==> config.mk <==
export PLATFORM = sky130hd
export DESIGN_NAME = apr_ram
export DESIGN_NICKNAME = d
export VERILOG_FILES = /design/src/rtl/apr_ram.sv
export SDC_FILE = /design/constraint.sdc
export NUM_CORES = 2
export LEC_CHECK = 0
export BUFFER_PORTS_ARGS = -buffer_cell sky130_fd_sc_hd__buf_2
export CORE_MARGIN = 4
export CORE_UTILIZATION = 40
export CTS_CLUSTER_SIZE = 16
export DETAILED_ROUTE_END_ITERATION = 7
export GPL_TIMING_DRIVEN = 0
export PLACE_DENSITY_LB_ADDON = 0.1
export SYNTH_ARGS = -nofsm -noshare
export SYNTH_HDL_FRONTEND = slang
export SYNTH_SLANG_ARGS = --single-unit
==> constraint.sdc <==
create_clock -name clk -period 2.75 [get_ports clk]
set_clock_uncertainty 0.2 [all_clocks]
set_input_delay 0.55 -clock clk [delete_from_list [all_inputs] [get_ports clk]]
set_output_delay 0.55 -clock clk [all_outputs]
set_load 0.1 [all_outputs]
==> src/rtl/apr_ram.sv <==
// Generic single-port-write, single-port-read RAM with registered read data.
module apr_ram #(
    parameter int WIDTH = 8,
    parameter int DEPTH = 256
) (
    input  logic                     clk,
    input  logic                     we,
    input  logic [$clog2(DEPTH)-1:0] waddr,
    input  logic [WIDTH-1:0]         wdata,
    input  logic [$clog2(DEPTH)-1:0] raddr,
    output logic [WIDTH-1:0]         rdata
);

    logic [WIDTH-1:0] mem [DEPTH];

    // Write port and registered read port.
    always_ff @(posedge clk)
    begin
        if (we)
        begin
            mem[waddr] <= wdata;
        end
        rdata <= mem[raddr];
    end

endmodule
# Word level (Yosys, flattened, before mapping)
# Memories as Yosys holds them, arrays and structs flattened. A register that Yosys moved wholly into a read port is not among the register bits.
# Index checks and enable logic that the tools add are counted.
# word_totals
elab_cells	3
mem_count	1
input_bits	26
ramBits	2048
reg_bits	0
output_inout_bits	8
# classes
n_mux	2
# mem_list
name	words	width	rd	rd_clocked_by_memory_dff	wr	line_no	rtl
mem	256	8	1	1	1	14	logic [WIDTH-1:0] mem [DEPTH];
# ops
operator	count
$mux W1	2

# Longest topological paths before layout
# depth
ltp_word	2
depth_mapped	11
depth_no_buf	6

# Worst setup path before layout
# No wires, ideal clock.
# synth_timing
path_kind	input -> register
from	input raddr[0]
to	register rdata[2] (read register of mem)
arrival_ns	2.357
n_path_buf	4
setup_slack_ns	0.062
required_time_ns	2.419
setup_time_ns	0.131
path_stages	9
cell_sequence	buf_6 > buf_12 > buf_8 > buf_2 > mux4_2 > a22oi_1 > a21oi_1 > nor4_1 > nor4_2
# synth_lines
item	line_no	rtl
start, declared	10	input logic [$clog2(DEPTH)-1:0] raddr,
end, declared	11	output logic [WIDTH-1:0] rdata

# Final worst setup path
# layout_timing
from	input waddr[1]
to	memory mem[130][7], enable pin
# layout_lines
item	line_no	rtl
start, declared	8	input logic [$clog2(DEPTH)-1:0] waddr,
end, declared	14	
# No word-level cell before the write port.

==> results.md <==
- Status: finished with violations
- Failing checks: setup timing
- Cells along the critical path: clkbuf_1, nor2b_1, clkbuf_1, nand3_2, clkbuf_2, buf_12, nor2_2
- Req. time, crit path: 3.01 ns
- DP HPWL: 180000 µm
- P_leak: 28.5 nW
- Port Buffer Count: 26
- Core ar.: 198000 µm²
- #FFs+latches synth: 2056
- Remaining antenna violation count: 0
- Fin crit share: 112%
- Seq pwr share: 52.0%
- Reg clk slew, reported paths: 0.06 ns
- Worst setup margin: -0.343 ns
- DRC Markers: 0
- Vias in the first global route: 40500
- Avg Inst Size Synth: 21.3 µm²
- Number of synthesized flops with an enable pin: 2048
- Worst-Skew Late Latency: 0.86 ns
- Main flop type after synthesis: edfxtp_1
- Net Switching: 15.5 mW
- CP max FO: 10
- Cell Rows: 163
- Endpoints failing hold: 0
- CP endpoint kind: flip-flop
- Wire length per cell: 38.9 µm
- Iteration-0 DRC Markers: 6031
- Most numerous cell on the critical path: clkbuf_1
- Layout cell share with drive strength beyond 1: 30.7%
- Setup TNS: -51.85 ns
- Placed cells: 6426
- Hold/Removal Path Class: primary input to flip-flop
- Via count: 41700
- Synth warnings: 0
- Antenna violations before repair: 22
- Overall power: 66.5 mW
- Mapped Cells: 3733
- Sequential share of the synthesized area: 77.5%
- IO Pins: 34
- Synth cell types: 55
- Crit-path slowest cell: nand3_2
- Non-Filler Instances: 6868
- Max Cap Violations: 0
- WL final: 267000 µm
- Nets: 4072
- Post-Syn Nets: 3759
- Cell area after layout: 92900 µm²
- Crit path time final: 3.09 ns
- Largest net degree at the start of global routing: 144
- DP Area: 83800 µm²
- Final Max Tran Viols: 0
- Clk sink count: 2056
- Internal power: 51.0 mW
- Crit path DAT: 3.36 ns
- Pwr dens: 716 nW/µm²
- Syn-to-layout area delta: 16.8%
- CTS H-tree lvls: 4
- RSZ-0062 raised after global routing: yes
- Setup slack at placement: -2.92 ns
- CTS Buffer Depth: 3
- # setup viols final: 594
- Mean number of vias per cell: 6.07
- Max incr delay on CP: 0.55 ns
- Crit Path Category: primary input to flip-flop
- Post-route core utilization: 47.0%
- Startpoint type of the worst setup path: primary input
- Combinational Power Share: 6.7%
- Cell family with most CP delay: buffers and inverters
- Full die area: 206000 µm²
- Chip height: 454 µm
- Async SR Flop Fraction: 0%
- Worst VDD drop: 504 µV
- Switching share of power: 23.3%
- CP Buf/Inv Count: 4
- First-pass GRT wire length: 358000 µm
- Fmax: 323 MHz
- TritonCTS clock tree: built
- Relative slew slack: 6.82%
- Total GRT Usage: 25.8%
- Mapped Area: 79600 µm²
- Total gr overflow: 0
- GPL Wtd Cong: 0.899
- Hold Worst Slack: 0.0101 ns
- Die Wd: 454 µm
- Starting Density: 40.3%
- Clk root buf: clkbuf_16
- CTS buffer count: 212
- Clk pwr share: 41.3%
- Worst-Margin Slew: 1.40 ns
- Detailed Routing Iterations Pass 1: 5
## cell type report
class                      count  area [µm²]
fill                       16500      105000
sequential                  2056       61700
multi-input combinational   1442       18000
clock buffer                 269        5520
tap                         2640        3300
buffer                       230        2240
timing repair buffer         102        1240
clock inverter               118         983
antenna                        9        22.5
inverter                       2        8.76
## flip-flops by register name (all words and copies together), names as in the netlist
signal,count
mem,2048
rdata,8
## cell usage after synthesis (all sizes together), types with 2 or more instances
library cell  instances  area, µm²
edfxtp             2048      61500
mux4                456      10300
nor2                282       1060
mux2i               134       1340
a22oi               133        998
buf                 122       1030
clkbuf              111        417
a21oi                96        480
o221ai               47        418
nand3                34        170
nand2                33        124
nor2b                31        194
o22ai                28        175
nor4                 27        188
nor3                 22        110
a211oi               16        120
a221oi               14        129
o21ai                12       60.1
nand4                10       62.6
o211ai               10       75.1
a22o                  8       70.1
dfxtp                 8        160
nand2b                8       50.1
and2                  6       37.5
a2111oi               5       52.6
o22a                  5       43.8
o32ai                 5       51.3
or2                   4       25.0
a311oi                2       17.5
a31oi                 2       12.5
and3b                 2       17.5
nand3b                2       15.0
## repair_timing
action	CTS	global route
setup endpoints to repair	1247	878
gates resized for setup	514	124
buffers inserted	34	10
hold buffers	5	0
hold endpoints to repair	108	0
pin swaps	33	25
## kinds of logic after synthesis
logic type | Yosys count | synth area share, %
AO/OA/AOI/OAI | 385 | 3.42
buffers and inverters | 235 | 1.83
flip-flops | 2056 | 77.5
multiplexers | 591 | 14.6
AND/OR/NAND/NOR | 466 | 2.63
## power by group through the flow
stage / clock network, mW / logic, mW / registers [mW]
finish: 27.5 / 4.49 / 34.6
global route: 29.2 / 4.57 / 34.6
CTS: 27.8 / 4.39 / 34.6
detailed placement: 0 / 4.03 / 35.2
global placement: 0 / 3.91 / 35.4
floorplan: 0 / 1.68 / 35.4
## cells in the final DEF, fill, tap and decap left out, drive strengths merged, types with 12 or more instances in the layout
cell    Yosys  routed
edfxtp   2048    2048
mux4      456     456
clkbuf    111     376
nor2      282     282
buf       122     220
mux2i     134     134
a22oi     133     133
clkinv      1      99
a21oi      96      96
o221ai     47      47
nand3      34      34
nand2      33      33
nor2b      31      31
o22ai      28      28
nor4       27      27
nor3       22      22
a211oi     16      16
a221oi     14      14
o21ai      12      12
## path summary, 6_finish.rpt
check / to / start / depth (start not counted) / slack, ns
min reg2reg: rdata[5]$_DFF_P_ / mem[32][5]$_DFFE_PP_ / 6 / 0.99
min: mem[214][0]$_DFFE_PP_ / wdata[0] / 1 / 0.01
max reg2reg: rdata[4]$_DFF_P_ / mem[87][4]$_DFFE_PP_ / 5 / -0.01
max: mem[130][7]$_DFFE_PP_ / waddr[1] / 7 / -0.34
## routing by layer
metal | vias up | GRT usage (%) | part of all wire [%]
li1 | 16400 | - | -
met4 | 0 | 9.59 | 4.0
met1 | 22800 | 37.3 | 42
met2 | 2114 | 38.8 | 45
met3 | 402 | 5.64 | 8.4
met5 | - | 0 | 0
No activity file was read; power rests on OpenSTA's default activity.
